===== src/rtl/b2b_pkg.sv =====
// Shared types, constants and helper functions for the BLAKE2b hash core.
`timescale 1ns / 1ps

package b2b_pkg;

    typedef logic [63:0] word_t;

    localparam word_t IV0 = 64'h6a09e667f3bcc908;
    localparam word_t IV1 = 64'hbb67ae8584caa73b;
    localparam word_t IV2 = 64'h3c6ef372fe94f82b;
    localparam word_t IV3 = 64'ha54ff53a5f1d36f1;
    localparam word_t IV4 = 64'h510e527fade682d1;
    localparam word_t IV5 = 64'h9b05688c2b3e6c1f;
    localparam word_t IV6 = 64'h1f83d9abfb41bd6b;
    localparam word_t IV7 = 64'h5be0cd19137e2179;

    localparam word_t PARAM_BASE = 64'h0000000001010000;
    localparam int unsigned ROUNDS = 12;

    // One compression job handed from the front end to the back end.
    typedef struct packed {
        logic [15:0][63:0] msg;
        logic [63:0]       count;
        logic              last;
        logic [6:0]        init_len;
    } job_t;

    function automatic word_t iv_word(input logic [2:0] i);
        word_t r;
        case (i)
            3'd0: r = IV0;
            3'd1: r = IV1;
            3'd2: r = IV2;
            3'd3: r = IV3;
            3'd4: r = IV4;
            3'd5: r = IV5;
            3'd6: r = IV6;
            default: r = IV7;
        endcase
        return r;
    endfunction

    function automatic logic [6:0] eff_len(input logic [6:0] l);
        logic [6:0] r;
        if (l == 7'd0) r = 7'd1;
        else if (l > 7'd64) r = 7'd64;
        else r = l;
        return r;
    endfunction

    // Message word index for sigma row r and slot s.
    function automatic logic [3:0] sigma(input logic [3:0] r, input logic [3:0] s);
        logic [63:0] row;
        case (r)
            4'd0: row = 64'hfedcba9876543210;
            4'd1: row = 64'h357b20c16df984ae;
            4'd2: row = 64'h491763eadf250c8b;
            4'd3: row = 64'h8f04a562ebcd1397;
            4'd4: row = 64'hd386cb1efa427509;
            4'd5: row = 64'h91ef57d438b0a6c2;
            4'd6: row = 64'hb8293670a4def15c;
            4'd7: row = 64'ha2684f05931ce7bd;
            4'd8: row = 64'h5a417d2c803b9ef6;
            default: row = 64'h0dc3e9bf5167482a;
        endcase
        return row[s*4 +: 4];
    endfunction

    function automatic word_t rotr(input word_t v, input int unsigned s);
        return (v >> s) | (v << (64 - s));
    endfunction

endpackage


===== src/rtl/b2b_out.sv =====
// Output stage: splits the digest into trimmed little-endian words.
`timescale 1ns / 1ps

module b2b_out
(
    input  logic         clk,
    input  logic         rst_n,
    input  logic         done,
    input  logic [511:0] hash,
    input  logic [6:0]   cur_len,
    output logic         out_free,
    output logic         empty,
    input  logic         pop,
    output logic [63:0]  digest_word,
    output logic [3:0]   valid_bytes,
    output logic         last_word
);
    import b2b_pkg::*;

    logic [7:0][63:0] dig_reg;
    logic             busy_reg;
    logic [2:0]       idx_reg;
    logic [6:0]       len;
    logic [6:0]       rem;
    logic [2:0]       nlast;

    assign len      = eff_len(cur_len);
    assign nlast    = 3'((len - 7'd1) >> 3);
    assign rem      = len - {1'b0, idx_reg, 3'd0};
    assign out_free = !busy_reg;
    assign empty    = !busy_reg;
    assign valid_bytes = (rem >= 7'd8) ? 4'd8 : rem[3:0];
    assign last_word   = (idx_reg == nlast);

    always_comb
    begin
        digest_word = dig_reg[idx_reg];
        for (int b = 0; b < 8; b++)
        begin
            if (4'(b) >= valid_bytes)
            begin
                digest_word[b*8 +: 8] = 8'd0;
            end
        end
    end

    always_ff @(posedge clk)
    begin
        if (done && !busy_reg)
        begin
            dig_reg <= hash;
        end
    end

    always_ff @(posedge clk or negedge rst_n)
    begin
        if (!rst_n)
        begin
            busy_reg <= 1'b0;
            idx_reg  <= 3'd0;
        end
        else if (!busy_reg)
        begin
            if (done)
            begin
                busy_reg <= 1'b1;
                idx_reg  <= 3'd0;
            end
        end
        else if (pop)
        begin
            idx_reg <= idx_reg + 3'd1;
            if (last_word)
            begin
                busy_reg <= 1'b0;
            end
        end
    end

endmodule


===== config.mk =====
export PLATFORM = sky130hd
export DESIGN_NAME = b2b_out
export DESIGN_NICKNAME = d
export VERILOG_FILES = /design/src/rtl/b2b_pkg.sv /design/src/rtl/b2b_out.sv
export SDC_FILE = /design/constraint.sdc
export NUM_CORES = 1
export LEC_CHECK = 0
export BUFFER_PORTS_ARGS = -buffer_cell sky130_fd_sc_hd__buf_2
export CAP_MARGIN = 10
export CORE_AREA = 2 2 231 233
export DETAILED_ROUTE_END_ITERATION = 16
export DIE_AREA = 0 0 233 235
export HOLD_SLACK_MARGIN = 0.08
export RECOVER_POWER = 25
export SLEW_MARGIN = 20
export SYNTH_ARGS = -nofsm -noshare
export SYNTH_HDL_FRONTEND = slang
export SYNTH_SLANG_ARGS = --single-unit

===== constraint.sdc =====
create_clock -name clk -period 30 [get_ports clk]
set_input_delay 3 -clock clk [delete_from_list [all_inputs] [get_ports clk]]
set_output_delay 3 -clock clk [all_outputs]
set_load 0.01 [all_outputs]

# --- Word level (Yosys, flattened, before mapping) ---
# Index checks and enable logic that the tools add are counted.
classes:
  add_sub_neg: 3
  order_cmp: 11
  eq_ne: 2
  muxes: 20
  reduce_logical: 5
ops:
  columns: ["operator", "n"]
  rows:
  - ["$bmux 64 s3", 1]
  - ["$mux 64", 1]
  - ["$mux 8", 8]
  - ["$ge 3x4->1 const A", 4]
  - ["$mux 7", 2]
  - ["$mux 3", 3]
  - ["$ge 1x4->1 const A", 2]
  - ["$ge 2x4->1 const A", 2]
  - ["$ge 7x4->1 const B", 1]
  - ["$gt 7x7->1 const B", 1]
  - ["$logic_not 7->1", 1]
  - ["$sub 7x6->7", 1]
  - ["$sub 6x1->6 const B", 1]
  - ["$lt 3x4->1 const B", 1]
  - ["$mux 1", 4]
  - ["$mux 4", 1]
  - ["$add 3x1->3 const B", 1]
  - ["$eq 3x3->1", 1]
  - ["$ne 2x2->1 const B", 1]
  - ["$reduce_and 2->1", 1]
  - ["$reduce_bool 2->1", 1]
  - ["$logic_and 1x1->1", 1]
  - ["$logic_not 1->1", 1]
word_totals:
  regBits: 516
  input_bits: 523
  output_inout_bits: 71
  elab_cells: 51

# --- Depth between registers and ports, before layout ---
depth:
  word_depth: 8
  mapped_depth: 10
  ltp_nobuf: 10

# --- Least setup slack after synthesis ---
# No wires, ideal clock.
synth_path:
  kind: "in2reg"
  from: "input done"
  to: "register dig_reg[0] (netlist bit), enable pin"
  setup_time_ps: 1456
  arrival_ps: 24950
  required_time_ps: 28544
  slack_ps: 3594
  path_stages: 1
  n_path_buf: 0
  path_cell_list: "nor2b_1"
synth_via:
  elab_chain_cells: 1
synth_rtl:
  columns: ["item", "line_no", "source"]
  rows:
  - ["start: declaration", "b2b_out.sv:8", "input logic done,"]
  - ["$logic_and 1x1->1", "b2b_out.sv:49", "if (done && !busy_reg)"]
  - ["end signal: assignment", "b2b_out.sv:51", "dig_reg <= hash;"]
  - ["end: declaration", "b2b_out.sv:20", "logic [7:0][63:0] dig_reg;"]
# No other way between the ends.
# A chain may end at the register's enable or synchronous reset.

# --- Worst setup path in the final report ---
layout_path:
  from: "input cur_len[6]"
  to: "output valid_bytes[0]"
layout_via:
  elab_chain_cells: 6
  elab_cells_between_ends: 7
  cone_classes: "1 x add/sub; 2 x order compare; 3 x mux; 1 x reduce/logical"
layout_rtl:
  columns: ["item", "line_no", "source"]
  rows:
  - ["start: declaration", "b2b_out.sv:10", "input logic [6:0] cur_len,"]
  - ["$gt 7x7->1", "b2b_pkg.sv:46", "else if (l > 7'd64) r = 7'd64;"]
  - ["$mux 7", "b2b_pkg.sv:46", null]
  - ["$mux 7 (*)", "b2b_pkg.sv:45", "if (l == 7'd0) r = 7'd1;"]
  - ["$sub 7x6->7 (*)", "b2b_out.sv:29", "assign rem = len - {1'b0, idx_reg, 3'd0};"]
  - ["$ge 7x4->1", "b2b_out.sv:32", "assign valid_bytes = (rem >= 7'd8) ? 4'd8 : rem[3:0];"]
  - ["$mux 4 (*)", "b2b_out.sv:32", null]
  - ["end: declaration", "b2b_out.sv:15", "output logic [3:0] valid_bytes,"]
# Every way passes the cells marked *; elsewhere a longest branch is shown, timed or not.

==> out/qor.txt <==
Avg WL per Cell: 23.6 um
Net switching power: 0.662 mW
Hold Path Origin: busy_reg$_DFF_PN0_
Reg-to-reg startpoint: busy_reg$_DFF_PN0_
Pwr dens: 86.4 mW/mm^2
Post-synthesis sequential element count: 516
Clk_skew: 0.0126 ns
Syn. warnings: 0
Std-Cell Rows: 84
Hold Path Class: flop to flop
Sequential area share after synthesis: 0.774
I/O pin count: 594
Clock transition at the registers of the reported paths: 0.06 ns
Final wirelength: 55.0 mm
Largest net degree at the start of global routing: 193
Clock Latency Late Sink: 0.60 ns
Leakage power: 9.34 nW
CTS Buffer Depth: 3
Syn Std Cell Area: 0.0200 sq mm
CTS Hold Bufs: 0
Synth area leaders: edfxtp_1, mux4_2, nand2_1, a21oi_1, buf_2
Initial antenna violation count: 24
Pwr Total: 2.20 mW
Post-route setup slack: 21.15 ns
Final setup TNS: 0 ns
CTS H-tree lvls: 2
Dpl ws: 21.09 ns
Critical path startpoint category: input pin
Share of power burned in registers: 0.407
Vias in the first global route: 12600
Synth cell count leaders: edfxtp_1, nand2_1, mux4_2
Count leader, synth: edfxtp_1
Filler cells: 4424
Min cycle time layout: 8.85 ns
Clk sinks: 516
Max Cap Violations: 0
Overall routing resource usage: 0.198
Die H: 235 um
Vias/cell: 5.07
Synth Area per Inst: 20.7 sq um
Initial DRC Count: 809
Layout area overhead: 27.7%
Proportion of layout cells with a drive suffix above 1: 0.511
Logic gate share of total power: 0.297
Syn Nets: 1492
Distinct cells, synth: 44
Die width: 233 um
Total CTS buffers: 54
Post_cts resized: 0
Drt drc: 0
Clock Tree Root: clkbuf_16
Largest register FFs: 512
DR pass1 iterations: 5
Hold Crit Depth: 2
Worst R2R End: dig_reg[422]$_DFFE_PP_
Ys async rst share: 0.00775
# setup viols final: 0
Number of synthesized flops with an enable pin: 512
Congestion Overflow GR: 0
# port buffers: 593
CTS tree: yes
Fin nets: 2110
Clock power frac: 0.296
Internal power: 1.54 mW
Critical path class: input pin to output pin
RSZ-0062 raised after global routing: no
Core area: 0.0522 sq mm
Fin crit share: 0.295
Number of post-CTS setup repair buffers: 0
Fmax achieved: 113 MHz
Starting Density: 0.383
Crit-path max FO: 11
Slew margin rel.: 0.205
Worst vdd ir: 61.0 uV
Gate Count Post-Synth: 965
Core Util, Final: 0.488
Hold Path Sink: idx_reg[2]$_DFFE_PN0P_
Post-DRT Antenna Nets: 0
Dominant cell type by area after synthesis: edfxtp_1
GPL Wtd Cong: 0.853
CP endpoint kind: output pin
Critical path required time: 27.00 ns
R2R Setup Slk: 26.18 ns
HPWL after DPL: 38.6 mm
Run status: finished, final reports clean
Die area: 0.0548 sq mm
Via count: 11800
Final hold vios: 0
Worst path arrival time: 5.85 ns
Slew @ Worst Pin: 1.19 ns
Slew Viols, Final: 0
First-pass GRT wire length: 78.7 mm
Switching part of the total power: 0.301
Top cell type's share of synthesized area: 0.769
Reg2Reg Depth: 4
Synth Flop Type: edfxtp_1
## placed cells by master (no fill, tap or decap), types with 2 or more instances in the layout
master	Yosys	routed
buf_2	20	592
edfxtp_1	512	512
nand2_1	135	135
mux4_2	128	128
a21oi_1	70	67
clkbuf_16	0	55
diode_2	0	14
clkbuf_1	15	14
buf_4	9	14
clkinv_1	0	13
clkinv_2	0	9
o21ai_0	9	9
inv_1	7	6
a21oi_2	2	5
nor2_1	5	5
bufinv_16	0	5
ha_1	4	4
and3_1	3	3
nor3_1	3	3
dfrtp_4	0	3
nor2b_1	3	2
nand2b_1	2	2
nand4b_1	2	2
o21bai_1	2	2
a2111oi_2	2	2
nand3_1	2	2
a211o_1	2	2
inv_6	0	2
buf_12	0	2
## critical path, cell delays in order
cell and delay (ns):
buf_2 0.19, inv_1 0.16, nand2_1 0.11, ha_1 0.19, inv_1 0.07, ha_1 0.28, nand4b_1 0.51, a21oi_2 0.82
inv_1 0.15, nor3_1 0.20, buf_2 0.16
## worst max path at each step
| stage | start | end | slack, ns | cells after the start |
|---|---|---|---|---|
| after global routing | cur_len[6] | valid_bytes[0] | 20.96 | 12 |
| after floorplan | done | dig_reg[0]$_DFFE_PP_ | 3.59 | 1 |
| final | cur_len[6] | valid_bytes[0] | 21.15 | 11 |
| after global placement | cur_len[6] | digest_word[46] | 21.29 | 10 |
| after detailed placement | cur_len[6] | digest_word[43] | 21.09 | 10 |
| after CTS | cur_len[6] | digest_word[41] | 21.08 | 10 |
## stage by stage
step | area (sq um) | hold WS, ns | instances
after floorplan | 20000 | 0.575 | 965
after global placement | 23700 | 0.642 | 2213
after detailed placement | 23700 | 0.643 | 2213
after CTS | 25400 | 0.653 | 2311
after global routing | 25500 | 0.677 | 2324
final | 25500 | 0.654 | 2327
## final cells by class
| cell class | count | area [sq um] | area share |
|---|---|---|---|
| Multi-Input combinational cell | 394 | 4260 | 0.167 |
| Clock buffer | 68 | 1430 | 0.0559 |
| Clock inverter | 30 | 284 | 0.0111 |
| Sequential cell | 516 | 15500 | 0.607 |
| Tap cell | 688 | 861 | 0.0337 |
| Timing Repair Buffer | 610 | 3140 | 0.123 |
| Antenna cell | 14 | 35.0 | 0.00137 |
| Inverter | 7 | 27.5 | 0.00108 |
## per-layer routing
metal  track usage  routed length (um)  vias up
met4        0.0668                1210       16
met1         0.236               20300     6009
met3        0.0527                4550       90
li1              -                   -     5204
met5             0                 107        -
met2         0.345               28800      488
## logic make-up after synthesis
| kind of cell | after synthesis | share of synthesized area |
|---|---|---|
| muxes | 129 | 0.145 |
| and+or+nand+nor | 165 | 0.0354 |
| AOI/OAI and AO/OA | 94 | 0.0282 |
| buffers and inverters | 55 | 0.0136 |
| DFF | 516 | 0.774 |
| xor gates and xnor gates | 2 | 0.000877 |
| adders and majority gates | 4 | 0.00250 |
## power groups by stage
stage,combinational (mW),sequential [mW],clock (mW)
6_report,0.655,0.897,0.652
5_1_grt,0.712,0.903,0.697
4_1_cts,0.666,0.899,0.668
3_5_place_dp,0.663,0.913,0
3_3_place_gp,0.661,0.910,0
2_1_floorplan,0.439,0.958,0
Power figures use the tool's default switching activity.
