$ cat src/rtl/b2b_pkg.sv
// Shared types, constants and helper functions for the BLAKE2b hash core.
`timescale 1ns / 1ps

package b2b_pkg;

    typedef logic [63:0] word_t;

    localparam word_t IV0 = 64'h6a09e667f3bcc908;
    localparam word_t IV1 = 64'hbb67ae8584caa73b;
    localparam word_t IV2 = 64'h3c6ef372fe94f82b;
    localparam word_t IV3 = 64'ha54ff53a5f1d36f1;
    localparam word_t IV4 = 64'h510e527fade682d1;
    localparam word_t IV5 = 64'h9b05688c2b3e6c1f;
    localparam word_t IV6 = 64'h1f83d9abfb41bd6b;
    localparam word_t IV7 = 64'h5be0cd19137e2179;

    localparam word_t PARAM_BASE = 64'h0000000001010000;
    localparam int unsigned ROUNDS = 12;

    // One compression job handed from the front end to the back end.
    typedef struct packed {
        logic [15:0][63:0] msg;
        logic [63:0]       count;
        logic              last;
        logic [6:0]        init_len;
    } job_t;

    function automatic word_t iv_word(input logic [2:0] i);
        word_t r;
        case (i)
            3'd0: r = IV0;
            3'd1: r = IV1;
            3'd2: r = IV2;
            3'd3: r = IV3;
            3'd4: r = IV4;
            3'd5: r = IV5;
            3'd6: r = IV6;
            default: r = IV7;
        endcase
        return r;
    endfunction

    function automatic logic [6:0] eff_len(input logic [6:0] l);
        logic [6:0] r;
        if (l == 7'd0) r = 7'd1;
        else if (l > 7'd64) r = 7'd64;
        else r = l;
        return r;
    endfunction

    // Message word index for sigma row r and slot s.
    function automatic logic [3:0] sigma(input logic [3:0] r, input logic [3:0] s);
        logic [63:0] row;
        case (r)
            4'd0: row = 64'hfedcba9876543210;
            4'd1: row = 64'h357b20c16df984ae;
            4'd2: row = 64'h491763eadf250c8b;
            4'd3: row = 64'h8f04a562ebcd1397;
            4'd4: row = 64'hd386cb1efa427509;
            4'd5: row = 64'h91ef57d438b0a6c2;
            4'd6: row = 64'hb8293670a4def15c;
            4'd7: row = 64'ha2684f05931ce7bd;
            4'd8: row = 64'h5a417d2c803b9ef6;
            default: row = 64'h0dc3e9bf5167482a;
        endcase
        return row[s*4 +: 4];
    endfunction

    function automatic word_t rotr(input word_t v, input int unsigned s);
        return (v >> s) | (v << (64 - s));
    endfunction

endpackage

$ cat src/rtl/b2b_front.sv
// Front end: collects sixteen message words into a block and queues a compression job.
`timescale 1ns / 1ps

module b2b_front
(
    input  logic              clk,
    input  logic              rst_n,
    input  logic              push,
    output logic              full,
    input  logic [63:0]       message_word,
    input  logic              final_block,
    input  logic [7:0]        final_bytes,
    input  logic [6:0]        cur_len,
    output logic              job_valid,
    output b2b_pkg::job_t     job,
    input  logic              job_take
);
    import b2b_pkg::*;

    logic [15:0][63:0] buf_reg;
    logic [3:0]        pos_reg;
    logic              open_reg;
    logic [63:0]       count_reg;
    logic [6:0]        len_reg;
    logic              job_valid_reg;
    job_t              job_reg;
    logic              acc;
    logic [7:0]        fb;
    logic [15:0][63:0] blk;
    logic [6:0]        len_now;

    assign full      = job_valid_reg && !job_take && (pos_reg == 4'd15);
    assign acc       = push && !full;
    assign job_valid = job_valid_reg;
    assign job       = job_reg;
    assign len_now   = open_reg ? len_reg : eff_len(cur_len);
    assign fb        = (final_bytes > 8'd128) ? 8'd128 : final_bytes;

    always_comb
    begin
        for (int i = 0; i < 16; i++)
        begin
            blk[i] = (i == 15) ? message_word : buf_reg[i];
            if (final_block)
            begin
                for (int b = 0; b < 8; b++)
                begin
                    if (8'(i * 8 + b) >= fb)
                    begin
                        blk[i][b*8 +: 8] = 8'd0;
                    end
                end
            end
        end
    end

    always_ff @(posedge clk)
    begin
        if (acc)
        begin
            buf_reg[pos_reg] <= message_word;
        end
        if (acc && pos_reg == 4'd15)
        begin
            job_reg.msg      <= blk;
            job_reg.last     <= final_block;
            job_reg.init_len <= len_now;
            job_reg.count    <= (open_reg ? count_reg : 64'd0)
                                + (final_block ? {56'd0, fb} : 64'd128);
        end
    end

    always_ff @(posedge clk or negedge rst_n)
    begin
        if (!rst_n)
        begin
            pos_reg       <= 4'd0;
            open_reg      <= 1'b0;
            count_reg     <= 64'd0;
            len_reg       <= 7'd64;
            job_valid_reg <= 1'b0;
        end
        else
        begin
            if (acc && pos_reg == 4'd15)
            begin
                job_valid_reg <= 1'b1;
            end
            else if (job_take)
            begin
                job_valid_reg <= 1'b0;
            end
            if (acc)
            begin
                pos_reg <= pos_reg + 4'd1;
                if (!open_reg)
                begin
                    open_reg  <= 1'b1;
                    len_reg   <= eff_len(cur_len);
                    count_reg <= 64'd0;
                end
                if (pos_reg == 4'd15)
                begin
                    if (final_block)
                    begin
                        open_reg  <= 1'b0;
                        count_reg <= 64'd0;
                    end
                    else
                    begin
                        count_reg <= (open_reg ? count_reg : 64'd0) + 64'd128;
                    end
                end
            end
        end
    end

endmodule

$ cat config.mk
export PLATFORM = sky130hd
export DESIGN_NAME = b2b_front
export DESIGN_NICKNAME = d
export VERILOG_FILES = /design/src/rtl/b2b_pkg.sv /design/src/rtl/b2b_front.sv
export SDC_FILE = /design/constraint.sdc
export NUM_CORES = 2
export LEC_CHECK = 0
export BUFFER_PORTS_ARGS = -buffer_cell sky130_fd_sc_hd__buf_2
export CAP_MARGIN = 0
export CORE_AREA = 2 2 465 467
export CTS_CLUSTER_DIAMETER = 100
export CTS_CLUSTER_SIZE = 24
export DETAILED_ROUTE_END_ITERATION = 6
export DIE_AREA = 0 0 467 469
export GPL_TIMING_DRIVEN = 1
export RECOVER_POWER = 100
export SLEW_MARGIN = 20
export SYNTH_ARGS = -nofsm -noshare
export SYNTH_HDL_FRONTEND = slang
export SYNTH_SLANG_ARGS = --single-unit
$ cat constraint.sdc
create_clock -name clk -period 69.3 [get_ports clk]
set_clock_uncertainty 0.1 [all_clocks]
set_input_delay 0 -clock clk [delete_from_list [all_inputs] [get_ports clk]]
set_output_delay 0 -clock clk [all_outputs]
set_load 0.1 [all_outputs]
# Yosys cells after proc, flatten, opt, wreduce, memory -nomap -nowiden
# Index checks and enable logic that the tools add are counted.
# W data, S select, Z words.
dict set report op_classes {
  n_addsub 3
  mul 0
  div_mod_pow 0
  n_lt_le_gt_ge 132
  n_eq_ne 1
  shift 0
  n_mux 159
  bitwise_logic 0
  reduce_logical 9
}
# operator count
set op_table {}
lappend op_table {{$mux W64} 20}
lappend op_table {{$mux W8} 130}
lappend op_table {{$bwmux W1024} 1}
lappend op_table {{$ge A7 B8 Y1 const A} 64}
lappend op_table {{$demux W64 S4} 1}
lappend op_table {{$ge A6 B8 Y1 const A} 32}
lappend op_table {{$ge A5 B8 Y1 const A} 16}
lappend op_table {{$add A64 B8 Y64} 1}
lappend op_table {{$add A64 B8 Y64 const B} 1}
lappend op_table {{$ge A4 B8 Y1 const A} 8}
lappend op_table {{$ge A3 B8 Y1 const A} 4}
lappend op_table {{$mux W7} 3}
lappend op_table {{$ge A1 B8 Y1 const A} 2}
lappend op_table {{$ge A2 B8 Y1 const A} 2}
lappend op_table {{$gt A8 B8 Y1 const B} 1}
lappend op_table {{$gt A7 B7 Y1 const B} 1}
lappend op_table {{$logic_not A7 Y1} 1}
lappend op_table {{$logic_and A1 B1 Y1} 5}
lappend op_table {{$lt A4 B5 Y1 const B} 1}
lappend op_table {{$add A4 B1 Y4 const B} 1}
lappend op_table {{$eq A4 B4 Y1 const B} 1}
lappend op_table {{$ge A4 B1 Y1 const B} 1}
lappend op_table {{$mux W1} 4}
lappend op_table {{$logic_not A1 Y1} 2}
lappend op_table {{$reduce_bool A2 Y1} 1}
dict set report totals {
  ff_bits 2197
  latch_bits 0
  ram_bits 0
  romBits 0
  out_inout_bits 1098
  memories 0
}

# Depth between registers and ports, before layout
dict set report depth {
  ltp_word 7
  ltp_mapped 15
  ltp_nobuf 10
}

# Worst setup path before layout
# Ideal clock, no wire load.
dict set report synth_timing {
  path_type {flip-flop to flip-flop}
  startpoint {reg job_valid_reg, in the netlist job_valid}
  endpoint {reg count_reg[9]}
  arrival_time_ps 50216
  path_slack_ps 18772
  path_stages_with_launch 5
  path_cell_list {dfrtp_1 -> nand2b_1 -> o21ai_1 -> nor2_1 -> a32o_1}
}
dict set report synth_between {
  elab_chain_len 4
}
# element line
set synth_lines {}
lappend synth_lines {{from (decl)} b2b_front.sv:25} ;# logic job_valid_reg;
lappend synth_lines {{from (signal assigned)} b2b_front.sv:81} ;# job_valid_reg <= 1'b0;
lappend synth_lines {{from (signal assigned)} b2b_front.sv:87} ;# job_valid_reg <= 1'b1;
lappend synth_lines {{from (signal assigned)} b2b_front.sv:91} ;# job_valid_reg <= 1'b0;
lappend synth_lines {{$logic_and A1 B1 Y1 (2 in series)} b2b_front.sv:32} ;# assign full = job_valid_reg && !job_take && (pos_reg == 4'd15);
lappend synth_lines {{$logic_not A1 Y1} b2b_front.sv:33} ;# assign acc = push && !full;
lappend synth_lines {{$logic_and A1 B1 Y1} b2b_front.sv:33}
lappend synth_lines {{to (signal assigned)} b2b_front.sv:111} ;# count_reg <= (open_reg ? count_reg : 64'd0) + 64'd128;
lappend synth_lines {{to (decl)} b2b_front.sv:23} ;# logic [63:0] count_reg;
# Every way passes these cells.
# A chain may end at the register's enable or synchronous reset.

# Worst setup path after layout
dict set report layout_timing {
  startpoint {reg pos_reg[0]}
  endpoint {reg job_reg, in the netlist job[950] (enable)}
}
dict set report layout_between {
  elab_chain_len 5
}
# element line
set layout_lines {}
lappend layout_lines {{from (decl)} b2b_front.sv:21} ;# logic [3:0] pos_reg;
lappend layout_lines {{from (signal assigned)} b2b_front.sv:95} ;# pos_reg <= pos_reg + 4'd1;
lappend layout_lines {{$eq A4 B4 Y1 (*)} {b2b_front.sv:32, b2b_front.sv:63}}
lappend layout_lines {{$logic_and A1 B1 Y1} b2b_front.sv:32}
lappend layout_lines {{$logic_not A1 Y1} b2b_front.sv:33}
lappend layout_lines {{$logic_and A1 B1 Y1} b2b_front.sv:33}
lappend layout_lines {{$logic_and A1 B1 Y1 (*)} b2b_front.sv:63} ;# if (acc && pos_reg == 4'd15)
lappend layout_lines {{to (decl)} b2b_front.sv:26} ;# job_t job_reg;
# Mark *: on every way between the ends. The rest lies on a longest branch, timed or not.

==> impl_metrics.yaml <==
finish:
  synthesis_to_finish_area_growth_pct: 15.89
  multi_input_comb_area_um2: 11600
  stdcell_count: 8417
  storage_element_area_um2: 63670
  design.final.nets: 5645
  post_route_cells_drive_above_1_share_pct: 3.372
  fillers: 19820
  largest_register_ff_count: 1096
  final_cell_area_um2: 87550
global_routing:
  groute.layer.met1.usage_pct: 27.65
  grt_use_met3_pct: 4.815
  grt_pass1_wl_um: 321200
  first_global_vias: 38740
  grt_start_max_net_pins: 176
  groute.usage.overall_pct: 21.44
  grt_antenna_before_repair: 27
  grt_most_used_layer: "met2"
  grt_overflow_total: 0
  grt_use_met2_pct: 36.24
timing:
  setup_viol: 0
  finalHoldViolCount: 0
  fmax_ghz: 0.05324
  grt_setup_unrepaired: "false"
  slew_headroom_pct: -548.5
  timing.final.max_slew_violations: 2832
  smallest_setup_slack_after_layout_ns: 50.52
  post-route-min-period_ns: 18.78
  min_period_over_period_pct: 27.10
  tightest_slew_ns: 9.727
  timing.setup.tns_ns: 0
cts:
  cts.htree.levels: 3
  reg_clk_slew_reported_paths_ns: 0.10
  cts.sinks: 2133
  cts.repair.resized: 0
  cts_inserted_buffers: 104
  cts_root_buf: "sky130_fd_sc_hd__clkbuf_16"
  clock_insertion_delay_worst_skew_ns: 0.80
  tritoncts: "built"
  max-clock-path-buffers: 3
  cts_setup_buffers: 0
status:
  status: "finished, violations left"
  violations_in_the_final_reports: "capacitance limit, slew limit"
setup_path:
  cp_max_fo: 175
  worst_path_most_repeated_cell: "sky130_fd_sc_hd__clkbuf_1"
  critPathLaunchType: "register"
  endpoint_kind: "register"
  cp.required_ns: 69.49
  setup.worst_path.class: "reg -> reg"
  worst_stage_delay_on_the_critical_path_ns: 6.75
  timing.critical_path.cells: "ha_1 -> nand3_1 -> o21ai_0 -> dlygate4sd3_1 -> clkbuf_1 -> nor2_4 -> clkbuf_1 -> clkbuf_1 -> clkbuf_1 -> clkbuf_1 -> clkbuf_1"
  cp_slowest_cell: "sky130_fd_sc_hd__clkbuf_1"
  worst_ep_arrival_time_ns: 18.98
route:
  detail_route.wl_per_cell_um: 29.03
  postRouteWirelength_um: 244400
  first_iter_violations: 4515
  remaining_drc_errors: 0
  avgViaCountPerCell: 4.871
  vias: 41000
  dr.pass1.iters: 6
  route.antenna.remaining_nets: 0
run:
  cap_viol_max_count: 85
die:
  floorplan.io_pins: 1182
  dieArea_um2: 219000
  rows: 170
  die_h_um: 469
  floorplan.initialDensity_pct: 35.34
  die_width_um: 467
  placeableCoreArea_um2: 213800
pwr:
  static-leakage-power_nw: 26.87
  irDropWorstVdd_mv: 0.02387
  fin_total_pwr_w: 0.002706
  p_per_area_nw_per_um2: 30.91
synth:
  netlist-cell-type-count: 62
  yosysSeqAreaShare_pct: 84.27
  synth.ff_latch_count: 2133
  synth_edf_count: 2056
  synthesis.area_um2: 75550
  yosysWarnings: 0
  synthesis.nets: 4259
  avgSynthCellArea_um2: 18.16
  synth-main-ff-cell: "sky130_fd_sc_hd__edfxtp_1"
  synth-async-reset-ratio_pct: 3.610
  syn_inst: 4161
placed_design:
  dp_hpwl_um: 168200
  post-place-ws_ns: 62.42
  total_of_buffers_placed_on_input_and_output_ports: 1181
  numPlacedInstances: 8192
  place_congestion: 0.8919
  total_placed_instance_area_um2: 85640
worst_hold_path:
  timing.hold.worst.class: "in -> reg"
worst max-delay path, delay by kind of cell (launching register included):
family / cells / cell delay, ns
buffers and inverters: 7 / 16.22
adder cells (fa/ha/maj): 1 / 0.28
AND/OR/NAND/NOR: 2 / 0.76
flip-flops: 1 / 0.43
AO/OA/AOI/OAI: 1 / 0.16
cells in the final DEF (no fill, tap or decap), types with 5 or more instances in the layout:
| cell type | count |
|---|---|
| sky130_fd_sc_hd__inv_16 | 5 |
| sky130_fd_sc_hd__nor2_1 | 87 |
| sky130_fd_sc_hd__a21oi_1 | 95 |
| sky130_fd_sc_hd__nor3_1 | 36 |
| sky130_fd_sc_hd__nand2b_1 | 12 |
| sky130_fd_sc_hd__nor2b_1 | 360 |
| sky130_fd_sc_hd__ha_1 | 13 |
| sky130_fd_sc_hd__o21a_1 | 5 |
| sky130_fd_sc_hd__and2_1 | 211 |
| sky130_fd_sc_hd__nor2_4 | 5 |
| sky130_fd_sc_hd__nor4_1 | 11 |
| sky130_fd_sc_hd__and2_0 | 498 |
| sky130_fd_sc_hd__xor2_1 | 25 |
| sky130_fd_sc_hd__inv_1 | 9 |
| sky130_fd_sc_hd__o21ai_0 | 111 |
| sky130_fd_sc_hd__nand3_1 | 46 |
| sky130_fd_sc_hd__and4_1 | 19 |
| sky130_fd_sc_hd__nand2_1 | 193 |
| sky130_fd_sc_hd__a41oi_1 | 5 |
| sky130_fd_sc_hd__o31ai_1 | 16 |
| sky130_fd_sc_hd__dlygate4sd3_1 | 84 |
| sky130_fd_sc_hd__buf_2 | 17 |
| sky130_fd_sc_hd__nand4_1 | 31 |
| sky130_fd_sc_hd__buf_4 | 11 |
| sky130_fd_sc_hd__or3_1 | 12 |
| sky130_fd_sc_hd__edfxtp_1 | 2056 |
| sky130_fd_sc_hd__dfrtp_1 | 76 |
| sky130_fd_sc_hd__a31oi_1 | 19 |
| sky130_fd_sc_hd__xnor2_1 | 38 |
| sky130_fd_sc_hd__or2_2 | 9 |
| sky130_fd_sc_hd__a21o_1 | 6 |
| sky130_fd_sc_hd__clkbuf_1 | 1255 |
| sky130_fd_sc_hd__and3_1 | 17 |
| sky130_fd_sc_hd__clkbuf_16 | 106 |
path summary, 6_finish.rpt:
path / depth (start not counted) / from / endpoint / slack (ns)
setup / recovery: 11 / pos_reg[0] / job[950] / 50.52
hold / removal: 4 / job_take / job_valid / 0.08
setup reg to reg: 11 / pos_reg[0] / job[950] / 50.52
hold reg to reg: 2 / len_reg[6] / len_reg[6] / 0.36
max in group asynchronous: 4 / rst_n / count_reg[1] / 66.18
min in group asynchronous: 4 / rst_n / count_reg[51] / 0.82
repair_timing:
action | 4_1_cts | 5_1_grt
endpoints found under the setup margin | 0 | 0
hold endpoints to repair | 1223 | 0
hold buffers | 85 | 0
cell usage after synthesis (all sizes together), types with 4 or more instances:
cell	number	area, um2
or3	12	80.08
o31ai	16	120.1
nand2	194	730.7
xnor2	38	332.8
inv	8	30.03
edfxtp	2056	61740
a31oi	19	118.9
xor2	25	219.0
clkbuf	68	256.5
o21ai	112	560.5
or4	5	37.54
nor3	37	185.2
dfrtp	76	1902
a21oi	96	480.5
ha	13	162.7
and3	19	120.1
nor2b	362	2265
o41ai	4	35.03
nand3	46	230.2
nand2b	13	81.33
mux2	4	45.04
nor2	92	347.8
and2	710	4442
a41oi	5	43.79
or2	11	68.82
o21a	5	37.54
and4	19	166.4
nand4	31	193.9
nor3b	4	35.03
a22o	4	35.03
a21o	6	45.04
buf	12	56.31
nor4	14	106.4
metrics by stage:
step / hold slack [ns] / util (%)
3_5_place_dp: -0.1288 / 40.06
3_3_place_gp: -0.1328 / 40.05
2_1_floorplan: -0.3956 / -
6_report: 0.07932 / 40.96
5_1_grt: 0.06800 / 40.96
4_1_cts: 0.02963 / 41.86
where the power goes:
| part | internal, W | switching [W] | total (W) |
|---|---|---|---|
| Combinational | 0.0000470 | 0.000404 | 0.000451 |
| Clock | 0.000284 | 0.000402 | 0.000686 |
| Sequential | 0.00154 | 0.0000262 | 0.00157 |
| Total | 0.00187 | 0.000832 | 0.00271 |
routing by layer:
metal  part of all wire [%]  wire length, um
met5                      0                0
met4                    3.2             7758
met3                    8.1            19910
met2                     49           119100
met1                     40            97610
final cells by class:
| type | count | share of cell area (%) |
|---|---|---|
| Sequential cell | 2133 | 72.72 |
| Timing Repair Buffer | 1360 | 6.515 |
| Clock buffer | 115 | 3.080 |
| Tap cell | 2838 | 4.056 |
| Inverter | 10 | 0.04287 |
| Multi-Input combinational cell | 1938 | 13.25 |
| Antenna cell | 4 | 0.01143 |
| Clock inverter | 19 | 0.3244 |
kinds of logic (layout without fill, tap and decap cells):
logic type               Yosys count  in the layout  synth area share, %
other                              0              4                    0
multiplexers                       5              5              0.07287
buffers and inverters             90           1504               0.4637
adder cells (fa/ha/maj)           14             14               0.2418
AND/OR/NAND/NOR                 1575           1575                12.11
AO/OA/AOI/OAI                    281            281                2.108
flip-flops                      2133           2133                84.27
XOR/XNOR                          63             63               0.7304
No activity file was read; power rests on OpenSTA's default activity.
